===== config.mk =====
export PLATFORM = sky130hd
export DESIGN_NAME = bpa_ctrl
export DESIGN_NICKNAME = d
export VERILOG_FILES = /design/src/hdl/bpa_pkg.sv /design/src/hdl/bpa_ctrl.sv
export SDC_FILE = /design/constraint.sdc
export NUM_CORES = 1
export LEC_CHECK = 0
export BUFFER_PORTS_ARGS = -buffer_cell sky130_fd_sc_hd__buf_2
export CAP_MARGIN = 30
export CORE_UTILIZATION = 39
export DETAILED_ROUTE_END_ITERATION = 6
export GPL_TIMING_DRIVEN = 0
export HOLD_SLACK_MARGIN = 0.15
export PLACE_DENSITY = 0.65
export SLEW_MARGIN = 25
export SYNTH_ARGS = -nofsm -noshare
export SYNTH_HDL_FRONTEND = slang
export SYNTH_SLANG_ARGS = --single-unit
export TNS_END_PERCENT = 100

===== constraint.sdc =====
create_clock -name clk -period 2.5 [get_ports clk]
set_input_delay 0.5 -clock clk [delete_from_list [all_inputs] [get_ports clk]]
set_output_delay 0.5 -clock clk [all_outputs]
set_load 0.1 [all_outputs]

===== src/hdl/bpa_pkg.sv =====
// Shared types and constants of the buddy page allocator.
package bpa_pkg;

    localparam int PAGE_COUNT      = 256;
    localparam int MAX_ORDER       = 8;
    localparam int PAGE_BYTES_LOG2 = 12;

    localparam int PAGE_W   = $clog2(PAGE_COUNT);
    localparam int LINK_W   = PAGE_W + 1;
    localparam int ORD_W    = 4;
    localparam int NUM_ORD  = MAX_ORDER + 1;
    localparam int BYTES_W  = 32;
    localparam int PAGES_W  = BYTES_W + 1 - PAGE_BYTES_LOG2;
    localparam int PM_W     = ORD_W + 1;

    localparam logic [LINK_W-1:0] LINK_NIL   = LINK_W'(PAGE_COUNT);
    localparam logic [ORD_W-1:0]  ORD_MAX    = ORD_W'(MAX_ORDER);
    localparam logic [ORD_W-1:0]  ORDER_NONE = ORD_W'(MAX_ORDER + 1);

    // Result status codes.
    localparam logic [2:0] ST_ALLOC   = 3'd0;
    localparam logic [2:0] ST_FREED   = 3'd1;
    localparam logic [2:0] ST_ZERO    = 3'd2;
    localparam logic [2:0] ST_LARGE   = 3'd3;
    localparam logic [2:0] ST_NOBLOCK = 3'd4;
    localparam logic [2:0] ST_RANGE   = 3'd5;
    localparam logic [2:0] ST_FREE    = 3'd6;

    localparam logic FUNC_ALLOC = 1'b0;
    localparam logic FUNC_FREE  = 1'b1;

    typedef logic [LINK_W-1:0] link_t;
    typedef logic [PAGE_W-1:0] page_t;
    typedef logic [ORD_W-1:0]  ord_t;

    typedef enum logic [3:0] {
        OP_NONE,
        OP_LOAD,
        OP_A_TAKE,
        OP_PUSH,
        OP_LINK,
        OP_A_UNLINK,
        OP_F_READ,
        OP_F_CLAIM,
        OP_F_BREAD,
        OP_F_UNLINK,
        OP_F_MERGE,
        OP_DONE
    } dp_op_t;

    typedef enum logic [3:0] {
        S_IDLE,
        S_DISPATCH,
        S_A_SPLIT,
        S_LINK,
        S_F_CHK,
        S_F_LOOK,
        S_F_TEST,
        S_F_MERGE,
        S_DONE
    } state_t;

    typedef struct packed {
        dp_op_t     op;
        logic [2:0] code;
    } bpa_cmd_t;

    typedef struct packed {
        logic func;
        logic zero;
        logic too_large;
        logic found;
        logic range_err;
        logic split_done;
        logic used;
        logic ord_top;
        logic buddy_ok;
        logic out_busy;
    } bpa_stat_t;

endpackage


===== src/hdl/bpa_ctrl.sv =====
// Controller state machine that sequences allocate and free requests.
module bpa_ctrl (
    input  logic              clk,
    input  logic              rst_n,
    input  logic              in_valid,
    output logic              in_stall,
    input  bpa_pkg::bpa_stat_t stat,
    output bpa_pkg::bpa_cmd_t  cmd
);
    import bpa_pkg::*;

    state_t     state_reg, state_next;
    logic [2:0] code_reg, code_next;

    always_ff @(posedge clk or negedge rst_n)
    begin
        if (!rst_n)
        begin
            state_reg <= S_IDLE;
            code_reg  <= ST_ALLOC;
        end
        else
        begin
            state_reg <= state_next;
            code_reg  <= code_next;
        end
    end

    always_comb
    begin
        state_next = state_reg;
        code_next  = code_reg;
        case (state_reg)
            S_IDLE:
            begin
                if (in_valid)
                begin
                    state_next = S_DISPATCH;
                end
            end
            S_DISPATCH:
            begin
                state_next = S_DONE;
                if (stat.func == FUNC_ALLOC)
                begin
                    if (stat.zero)
                    begin
                        code_next = ST_ZERO;
                    end
                    else if (stat.too_large)
                    begin
                        code_next = ST_LARGE;
                    end
                    else if (!stat.found)
                    begin
                        code_next = ST_NOBLOCK;
                    end
                    else
                    begin
                        state_next = S_A_SPLIT;
                    end
                end
                else if (stat.range_err)
                begin
                    code_next = ST_RANGE;
                end
                else
                begin
                    state_next = S_F_CHK;
                end
            end
            S_A_SPLIT:
            begin
                if (stat.split_done)
                begin
                    state_next = S_DONE;
                    code_next  = ST_ALLOC;
                end
                else
                begin
                    state_next = S_LINK;
                end
            end
            S_LINK:
            begin
                if (stat.func == FUNC_FREE)
                begin
                    state_next = S_DONE;
                    code_next  = ST_FREED;
                end
                else
                begin
                    state_next = S_A_SPLIT;
                end
            end
            S_F_CHK:
            begin
                if (!stat.used)
                begin
                    state_next = S_DONE;
                    code_next  = ST_FREE;
                end
                else
                begin
                    state_next = S_F_LOOK;
                end
            end
            S_F_LOOK:
            begin
                state_next = stat.ord_top ? S_LINK : S_F_TEST;
            end
            S_F_TEST:
            begin
                state_next = stat.buddy_ok ? S_F_MERGE : S_LINK;
            end
            S_F_MERGE:
            begin
                state_next = S_F_LOOK;
            end
            S_DONE:
            begin
                if (!stat.out_busy)
                begin
                    state_next = S_IDLE;
                end
            end
            default:
            begin
                state_next = S_IDLE;
            end
        endcase
    end

    always_comb
    begin
        cmd.op   = OP_NONE;
        cmd.code = code_reg;
        in_stall = (state_reg != S_IDLE);
        case (state_reg)
            S_IDLE:
            begin
                if (in_valid)
                begin
                    cmd.op = OP_LOAD;
                end
            end
            S_DISPATCH:
            begin
                if (stat.func == FUNC_ALLOC)
                begin
                    if (!stat.zero && !stat.too_large && stat.found)
                    begin
                        cmd.op = OP_A_TAKE;
                    end
                end
                else if (!stat.range_err)
                begin
                    cmd.op = OP_F_READ;
                end
            end
            S_A_SPLIT:
            begin
                cmd.op = stat.split_done ? OP_A_UNLINK : OP_PUSH;
            end
            S_LINK:
            begin
                cmd.op = OP_LINK;
            end
            S_F_CHK:
            begin
                if (stat.used)
                begin
                    cmd.op = OP_F_CLAIM;
                end
            end
            S_F_LOOK:
            begin
                cmd.op = stat.ord_top ? OP_PUSH : OP_F_BREAD;
            end
            S_F_TEST:
            begin
                cmd.op = stat.buddy_ok ? OP_F_UNLINK : OP_PUSH;
            end
            S_F_MERGE:
            begin
                cmd.op = OP_F_MERGE;
            end
            S_DONE:
            begin
                if (!stat.out_busy)
                begin
                    cmd.op = OP_DONE;
                end
            end
            default:
            begin
                cmd.op = OP_NONE;
            end
        endcase
    end
endmodule


==> qor.yml, run 1 <==
status: "finished clean"
slew_viol_final: 0
criticalPathCategory: "flip-flop to output port"
clockBufferDepth: 2
drcViolationCount: 0
initial_core_util_pct: 43.7
gp_congestion: 0.742
vias_per_cell: 5.58
maxCapViolCount: 0
clock-sinks: 7
cts_max_level: 1
largest_reg_flops: 4
end_kind: "output port"
clk_pin_slew_ns: 0.05
skew_ns: 0.00326
cp.arrival_ns: 1.87
die_w_um: 40.9
syn_area_per_cell_um2: 8.07
grt_pass1_vias: 549
hold-worst-slack_ns: 0.507
drive_gt1_share_pct: 35.7
layout.nets: 112
synth_area_leaders: "dfrtp_1 30%, a21oi_1 5.9%, o21ai_0 5.1%, mux2_4 5.1%, nor2_1 5.1%"
min_path_type: "flip-flop to flip-flop"
setup.worst_path.end: "cmd[4]"
synth_nets: 86
postCtsSetupBuffers: 0
synthArstFlopShare_pct: 100
cts_tree: "done"
hold_viol: 0
antenna_cells: 0
drtPass1Iterations: 4
port_buffers: 20
drtIter0Drc: 15
yosys_warnings: 0
row_count: 13
period_share_pct: 94.9
dpl-instance-area_um2: 716
cp_max_fo: 6
ff2ff_path_depth: 4
yosysSeqAreaShare_pct: 29.7
rsz0062_at_grt: "false"
max_freq_ghz: 0.421
core_region_area_um2: 1350
r2r_slack_ns: 0.77
grt_pass1_wl_um: 2360
rr_startpoint: "state_reg[1]"
synth-edff-count: 0
wl_um: 1380
dpl.hpwl_um: 1060
drtAntennaViolNets: 0
netlist_instances: 73
numCtsBuffers: 3
antenna_found_initial: 0
grt_overflow: 0
synth-seq-cells: 7
tightest_slew_ns: 0.483
grtUsageTotal_pct: 21.4
vias: 630
io_pins: 21
die_area_um2: 1670
fin_area_um2: 761
startpoint: "state_reg[0]"
min_period_ns: 2.37
clk_latency_ns: 0.25
yosysTopAreaCell: "dfrtp_1"
die_h_um: 40.9
mostFrequentLayoutCells: "18 x buf_2, 8 x nor2_1, 7 x a21oi_1, 7 x dfrtp_1, 6 x nand2_1"
ys.flop_type: "dfrtp_1"
grt_max_degree: 11
required_ns: 2.00
cts_root_buf: "clkbuf_4"
finalSetupViolCount: 0
areaGrowthSynthToFinish_pct: 29.1
yosysUniqueCellTypes: 30
start_kind: "flip-flop"
synth_top_cell_area_share_pct: 29.7
synthesis.area_um2: 589
r2r_end: "code_reg[2]"
layout_commonest_cell: "buf_2"
wl_per_cell_um: 12.2
max_slew_margin_pct: 68.0
tns_ns: 0
layout make-up:
type / instances / area [um^2]
plain buffers: 4 / 26.3
well taps: 15 / 18.8
flip-flops and latches: 7 / 175
repair buffers: 21 / 115
clock buffers: 4 / 26.3
fillers: 133 / 589
multi-input cells: 57 / 380
inverters: 5 / 18.8
cell families after synthesis:
| family | Yosys count | share of synthesized area (%) |
|---|---|---|
| muxes | 4 | 8.49 |
| buffers and inverters | 9 | 7.01 |
| AOI/OAI and AO/OA | 25 | 27.4 |
| and+or+nand+nor | 28 | 27.4 |
| DFF | 7 | 29.7 |
synthesized netlist by cell type, types with 2 or more instances:
cell and instances:
dfrtp_1 7, nand2_1 6, nand2b_1 4, clkbuf_1 3, o21ai_0 6, a21oi_1 7
nor2_1 8, inv_1 5, nor3b_1 2, a211oi_1 2, mux2i_1 2, o22ai_1 2
mux2_4 2
through the flow:
| stage | instances | util, % | setup WS (ns) |
|---|---|---|---|
| finish | 113 | 56.3 | 0.127 |
| global route | 113 | 56.3 | 0.00105 |
| CTS | 113 | 56.2 | 0.110 |
| detailed placement | 108 | 53.0 | 0.146 |
| global placement | 108 | 53.0 | 0.118 |
| floorplan | 73 | - | 0.00310 |
what timing repair did:
action,CTS,global route
endpoints found under the hold margin,7,0
hold buffers,1,0
gates resized for setup,3,4
endpoints found under the setup margin,2,3
pin swaps,0,0
per-layer routing:
layer	up-vias	wire length, um	global-route usage, %
met5	-	0	0
met4	0	17	10.0
met3	2	53	3.26
met2	19	641	30.1
met1	291	671	31.3
li1	318	-	-
worst min path at each step:
stage                           start     endpoint  cells after the start
after detailed placement        rst_n  code_reg[1]                      1
after global placement          rst_n  code_reg[1]                      1
after floorplan                 rst_n  code_reg[0]                      0
after CTS                 code_reg[2]  code_reg[2]                      1
final                     code_reg[2]  code_reg[2]                      1
after global routing      code_reg[2]  code_reg[2]                      1
worst max-delay path, stage by stage (launching register included):
cell and delay, ns:
dfrtp_1 0.44, inv_1 0.15, nor4_2 0.39, a32oi_1 0.23, nand4_1 0.12, buf_4 0.29
Power of run 1 is left out: the tool's default activity adds up to more than one toggle a clock period on the data nets, which glitch-free logic cannot reach.
==> run 2: changes to the inputs <==
--- a/config.mk
+++ b/config.mk
@@ -5,13 +5,13 @@
 export SDC_FILE = /design/constraint.sdc
 export NUM_CORES = 1
 export LEC_CHECK = 0
+export ABC_AREA = 1
 export BUFFER_PORTS_ARGS = -buffer_cell sky130_fd_sc_hd__buf_2
 export CAP_MARGIN = 30
 export CORE_UTILIZATION = 39
 export DETAILED_ROUTE_END_ITERATION = 6
 export GPL_TIMING_DRIVEN = 0
 export HOLD_SLACK_MARGIN = 0.15
-export PLACE_DENSITY = 0.65
 export SLEW_MARGIN = 25
 export SYNTH_ARGS = -nofsm -noshare
 export SYNTH_HDL_FRONTEND = slang
==> constraint.sdc (replaced) <==
create_clock -name clk -period 2.5 [get_ports clk]
set_input_delay 0.75 -clock clk [delete_from_list [all_inputs] [get_ports clk]]
set_output_delay 0.75 -clock clk [all_outputs]
set_load 0.1 [all_outputs]
==> run 2 against run 1 <==
Net effect: sequential share of layout area down 1.4 points; synthesized cell count grew 37%; register-to-register slack improved by 0.37 ns; maximum frequency is 0.75% lower; critical path depth is 1 higher; clock-buffer cell count did not move; hold slack lost 0.18 ns; via count is 11% higher.
==> qor.yml, run 2 <==
status: "finished clean"
ys.flop_type: "dfrtp_1"
grtUsageTotal_pct: 20.5  # -0.90 points
netlist_instances: 100  # +37%
port_buffers: 20  # unchanged
start_kind: "input pin"
drtAntennaViolNets: 0  # unchanged
core_region_area_um2: 1370  # +1.2%
clock-sinks: 7  # unchanged
place_ws_ns: -0.0859  # -0.232 ns
startpoint: "stat[7]"
cts_tree: "done"
clockBufferDepth: 2  # unchanged
syn_area_per_cell_um2: 6.03  # -25%
row_count: 13  # unchanged
grt_pass1_vias: 576  # +4.9%
wl_um: 1510  # +9.3%
tns_ns: 0  # unchanged
antenna_found_initial: 0  # unchanged
yosysTopAreaCell: "dfrtp_1"
synth-seq-cells: 7  # unchanged
crit_chain: "buf_2 > nor2_1 > nand3_1 > o21a_1 > nand3_2 > buf_6"
synth_top_cell_area_share_pct: 29.0  # -0.68 points
grt_overflow: 0  # unchanged
areaGrowthSynthToFinish_pct: 34.2
synth_most_common_cell: "nand2_1"
drcViolationCount: 0  # unchanged
largest_reg_flops: 4  # unchanged
tightest_slew_ns: 0.489  # +0.00616 ns
critPathBufInv: 2  # unchanged
period_share_pct: 95.6  # +0.71 points
hold_viol: 0  # unchanged
vias: 697  # +11%
synthesis.area_um2: 603  # +2.3%
antenna_cells: 0  # unchanged
crit_family: "simple AND/OR/NAND/NOR gates"
synthTopCellsByCount: "34 x nand2_1, 15 x nand3_1, 14 x inv_1, 9 x nor2_1, 7 x dfrtp_1"
synthArstFlopShare_pct: 100  # unchanged
layout_commonest_cell: "nand2_1"
yosysUniqueCellTypes: 15  # -50%
rr_startpoint: "state_reg[2]"
slew_viol_final: 0  # unchanged
drive_gt1_share_pct: 29.1  # -6.6 points
die_w_um: 41.3  # +1.1%
layout.nets: 141  # +26%
finalCoreUtilization_pct: 59.2  # +2.9 points
synth-edff-count: 0  # unchanged
criticalPathCategory: "input pin to output port"
min_period_ns: 2.39  # +0.0178 ns
grt_max_degree: 9  # -2
synth_nets: 113  # +31%
end_kind: "output port"
cts_max_level: 1  # unchanged
drtIter0Drc: 15  # unchanged
slowest_delay_ns: 0.22  # -0.22 ns
drtPass1Iterations: 4  # unchanged
wl_per_cell_um: 10.7  # -13%
gp_congestion: 0.821  # +11%
die_area_um2: 1710  # +2.2%
yosysSeqAreaShare_pct: 29.0  # -0.68 points
max_freq_ghz: 0.418  # -0.75%
synth_area_leaders: "dfrtp_1 29%, nand2_1 21%, nand3_1 12%, inv_1 8.7%, nor2_1 5.6%"
cts_root_buf: "clkbuf_4"
numCtsBuffers: 3  # unchanged
min_path_type: "input pin to asynchronous set/reset pin"
num-fill-cells: 140  # +5.3%
cp_max_fo: 2  # -4
maxCapViolCount: 0  # unchanged
max_slew_margin_pct: 67.6  # -0.41 points
hold-worst-slack_ns: 0.323  # -0.184 ns
setup_ws_ns: 0.109  # -0.0178 ns
clk_latency_ns: 0.25  # about the same
cp.arrival_ns: 1.64  # -0.23 ns
clk_pin_slew_ns: 0.05  # about the same
initial_core_util_pct: 44.1  # +0.49 points
worst_path_max_delay_cell: "o21a_1"
dpl.hpwl_um: 1240  # +17%
finalSetupViolCount: 0  # unchanged
skew_ns: 0.00567  # +0.00241 ns
die_h_um: 41.3  # +1.1%
yosys_warnings: 0  # unchanged
io_pins: 21  # unchanged
vias_per_cell: 4.91  # -12%
required_ns: 1.75  # -0.25 ns
grt_pass1_wl_um: 2260  # -4.4%
mostFrequentLayoutCells: "34 x nand2_1, 16 x buf_2, 14 x inv_1, 14 x nand3_1, 9 x nor2_1"
-- run 2: changes by cell type after synthesis, moves of 3 or more --
cell and delta:
nand2b_1 -4, nand3_1 +15, nand2_1 +28, nor2_2 +3, nor2_4 +3, inv_1 +9
a21oi_1 -4, clkbuf_1 -3
-- run 2: worst register-to-register path: cells and delay by family (launching register included) --
kind / cells / cell delay (ns)
buffers and inverters: 1 / 0.15
flip-flops: 1 / 0.38
AND/OR/NAND/NOR: 7 / 0.78
-- run 2: path summary, 6_finish.rpt --
check / end / slack (ns) / cells past startpoint
setup / recovery: cmd[4] / 0.11 / 6
hold / removal: code_reg[0] / 0.32 / 1
setup reg to reg: code_reg[1] / 1.14 / 8
hold reg to reg: code_reg[1] / 0.50 / 2
max in group asynchronous: code_reg[1] / 2.02 / 1
min in group clk: code_reg[1] / 0.50 / 2
-- run 2: layout make-up --
| type | instances | area (um^2) | share of cell area, % |
|---|---|---|---|
| Inverter | 16 | 60.1 | 7.42 |
| Multi-Input combinational cell | 77 | 378 | 46.7 |
| Sequential cell | 7 | 175 | 21.6 |
| Timing Repair Buffer | 23 | 151 | 18.7 |
| Clock buffer | 4 | 26.3 | 3.25 |
| Tap cell | 15 | 18.8 | 2.32 |
-- run 2: timing repair --
item,CTS,global route
hold buffers,0,0
hold endpoints to repair,0,0
setup buffers,0,3
pin swaps,0,1
gates resized for setup,3,8
endpoints found under the setup margin,3,4
-- run 2: logic make-up (layout without fill, tap and decap cells) --
kind of cell	count (synthesis)	count (layout)	synth area share (%)
and+or+nand+nor	68	68	52.7
buffers and inverters	16	43	9.96
AOI/OAI and AO/OA	9	9	8.30
DFF	7	7	29.0
-- run 2: metrics by stage --
step	cells	area (um^2)
final	142	810
after global routing	142	810
after CTS	139	761
after detailed placement	135	727
after global placement	135	727
after floorplan	100	608
-- run 2: routing by layer --
metal  vias up  GRT usage [%]  part of all wire, %
met5         -              0                    0
met2        13           36.3                   47
met3         0           6.38                  3.5
met4         0              0                    0
li1        370              -                    -
met1       314           25.9                   49
Power of run 2 is left out for the same reason.
==> run 3: changes to the inputs <==
--- a/config.mk
+++ b/config.mk
@@ -5,13 +5,13 @@
 export SDC_FILE = /design/constraint.sdc
 export NUM_CORES = 1
 export LEC_CHECK = 0
-export ABC_AREA = 1
 export BUFFER_PORTS_ARGS = -buffer_cell sky130_fd_sc_hd__buf_2
 export CAP_MARGIN = 30
 export CORE_UTILIZATION = 39
 export DETAILED_ROUTE_END_ITERATION = 6
 export GPL_TIMING_DRIVEN = 0
 export HOLD_SLACK_MARGIN = 0.15
+export PLACE_DENSITY = 0.75
 export SLEW_MARGIN = 25
 export SYNTH_ARGS = -nofsm -noshare
 export SYNTH_HDL_FRONTEND = slang
==> run 3 against run 2 <==
Net effect: via count fell by 4.3%; final cell count fell by 18%; sequential cell count did not move; design area increased by 6.6%; die area down 2.2%; hold slack got worse by 0.0038 ns; non-clock buffer count grew 5; clock-buffer cell count is the same; routed wire length is essentially flat; highest routed layer unchanged.
==> qor.yml, run 3 (synthesis gave the netlist of run 1 again) <==
cts_max_level: 1  # unchanged
finalCoreUtilization_pct: 63.9  # +4.7 points
max_slew_margin_pct: 68.0  # +0.41 points
cp.arrival_ns: 1.74  # +0.10 ns
min_path_type: "input pin to asynchronous set/reset pin"
vias: 667  # -4.3%
port_buffers: 20  # unchanged
row_count: 13  # unchanged
rsz0062_at_grt: "true"
status: "finished clean"
drtPass1Iterations: 4  # unchanged
tightest_slew_ns: 0.483  # -0.00613 ns
initial_core_util_pct: 43.7  # -0.49 points
largest_reg_flops: 4  # unchanged
antenna_found_initial: 0  # unchanged
clk_pin_slew_ns: 0.05  # about the same
layout_commonest_cell: "buf_2"
required_ns: 1.75  # about the same
grtUsageTotal_pct: 21.4  # +0.95 points
die_area_um2: 1670  # -2.2%
wl_um: 1510  # about the same
wl_per_cell_um: 13.1  # +22%
hold_viol: 0  # unchanged
criticalPathCategory: "input pin to output port"
slew_viol_final: 0  # unchanged
start_kind: "input pin"
numCtsBuffers: 3  # unchanged
clockBufferDepth: 2  # unchanged
min_period_ns: 2.49  # +0.0966 ns
cts_tree: "done"
clk_latency_ns: 0.25  # about the same
grt_pass1_wl_um: 2390  # +6.1%
core_region_area_um2: 1350  # -1.2%
max_freq_ghz: 0.402  # -3.9%
cp_max_fo: 7  # +5
grt_pass1_vias: 573  # -0.52%
io_pins: 21  # unchanged
drtAntennaViolNets: 0  # unchanged
cts_root_buf: "clkbuf_4"
antenna_cells: 0  # unchanged
vias_per_cell: 5.75  # +17%
end_kind: "output port"
grt_overflow: 0  # unchanged
die_w_um: 40.9  # -1.1%
drtIter0Drc: 12  # -3
dpl.hpwl_um: 1110  # -10%
clock-sinks: 7  # unchanged
grt_max_degree: 11  # +2
mostFrequentLayoutCells: "16 x buf_2, 8 x nor2_1, 7 x a21oi_1"
drcViolationCount: 0  # unchanged
drive_gt1_share_pct: 44.6  # +15 points
maxCapViolCount: 0  # unchanged
period_share_pct: 99.5  # +3.9 points
areaGrowthSynthToFinish_pct: 46.5
die_h_um: 40.9  # -1.1%
layout.nets: 115  # -18%
finalSetupViolCount: 0  # unchanged
gp_congestion: 0.809  # -1.5%
skew_ns: 0.00528  # -0.000389 ns
-- run 3: cell count changes in the layout (fill, tap and decap cells not counted), moves of 3 or more --
cell / delta
nand2_1: -28
nand3_1: -14
inv_1: -9
a21oi_1: +4
nor2_4: -4
buf_4: +3
nand2b_1: +3
-- run 3: path summary, 6_finish.rpt --
| kind | depth (start not counted) | endpoint | slack, ns | startpoint |
|---|---|---|---|---|
| worst min register to register | 1 | code_reg[2] | 0.50 | code_reg[2] |
| max in group asynchronous | 1 | state_reg[0] | 2.01 | rst_n |
| min in group clk | 1 | code_reg[2] | 0.50 | code_reg[2] |
| worst min-delay path | 1 | code_reg[0] | 0.32 | rst_n |
| worst max register to register | 4 | code_reg[2] | 0.79 | state_reg[1] |
| worst max-delay path | 5 | cmd[4] | 0.01 | stat[9] |
-- run 3: timing repair --
| action | CTS | global route |
|---|---|---|
| setup endpoints to repair | 4 | 4 |
| setup buffers | 0 | 4 |
| pin swaps | 1 | 3 |
| resized for setup | 16 | 7 |
| hold buffers | 0 | 0 |
-- run 3: per-layer routing --
| layer | track usage, % | vias up | wire, um |
|---|---|---|---|
| li1 | - | 327 | - |
| met1 | 25.8 | 318 | 667 |
| met2 | 38.7 | 22 | 780 |
| met3 | 7.07 | 0 | 66 |
| met4 | 0 | 0 | 0 |
| met5 | 0 | - | 0 |
-- run 3: critical path: stages --
cell     delay (ns)
buf_2          0.15
nor4b_4        0.31
a22oi_1        0.14
nand4_1        0.19
buf_12         0.19
-- run 3: final cells by class --
cell class / instances / area (um^2)
flip-flops and latches: 7 / 178
plain buffers: 4 / 37.5
well taps: 15 / 18.8
repair buffers: 24 / 160
inverters: 5 / 18.8
multi-input cells: 57 / 424
fillers: 126 / 487
clock buffers: 4 / 26.3
-- run 3: stage by stage --
stage | area [um^2] | setup slack (ns) | std cells | setup TNS, ns | hold slack, ns
after floorplan | 619 | -0.231 | 73 | -0.280 | 0.454
after global placement | 738 | -0.161 | 108 | -0.244 | 0.492
after detailed placement | 738 | -0.188 | 108 | -0.370 | 0.489
after CTS | 820 | 0.00210 | 112 | 0 | 0.313
after global routing | 863 | -0.0432 | 116 | -0.0432 | 0.321
final | 863 | 0.0127 | 116 | 0 | 0.320
Power of run 3 is left out for the same reason.
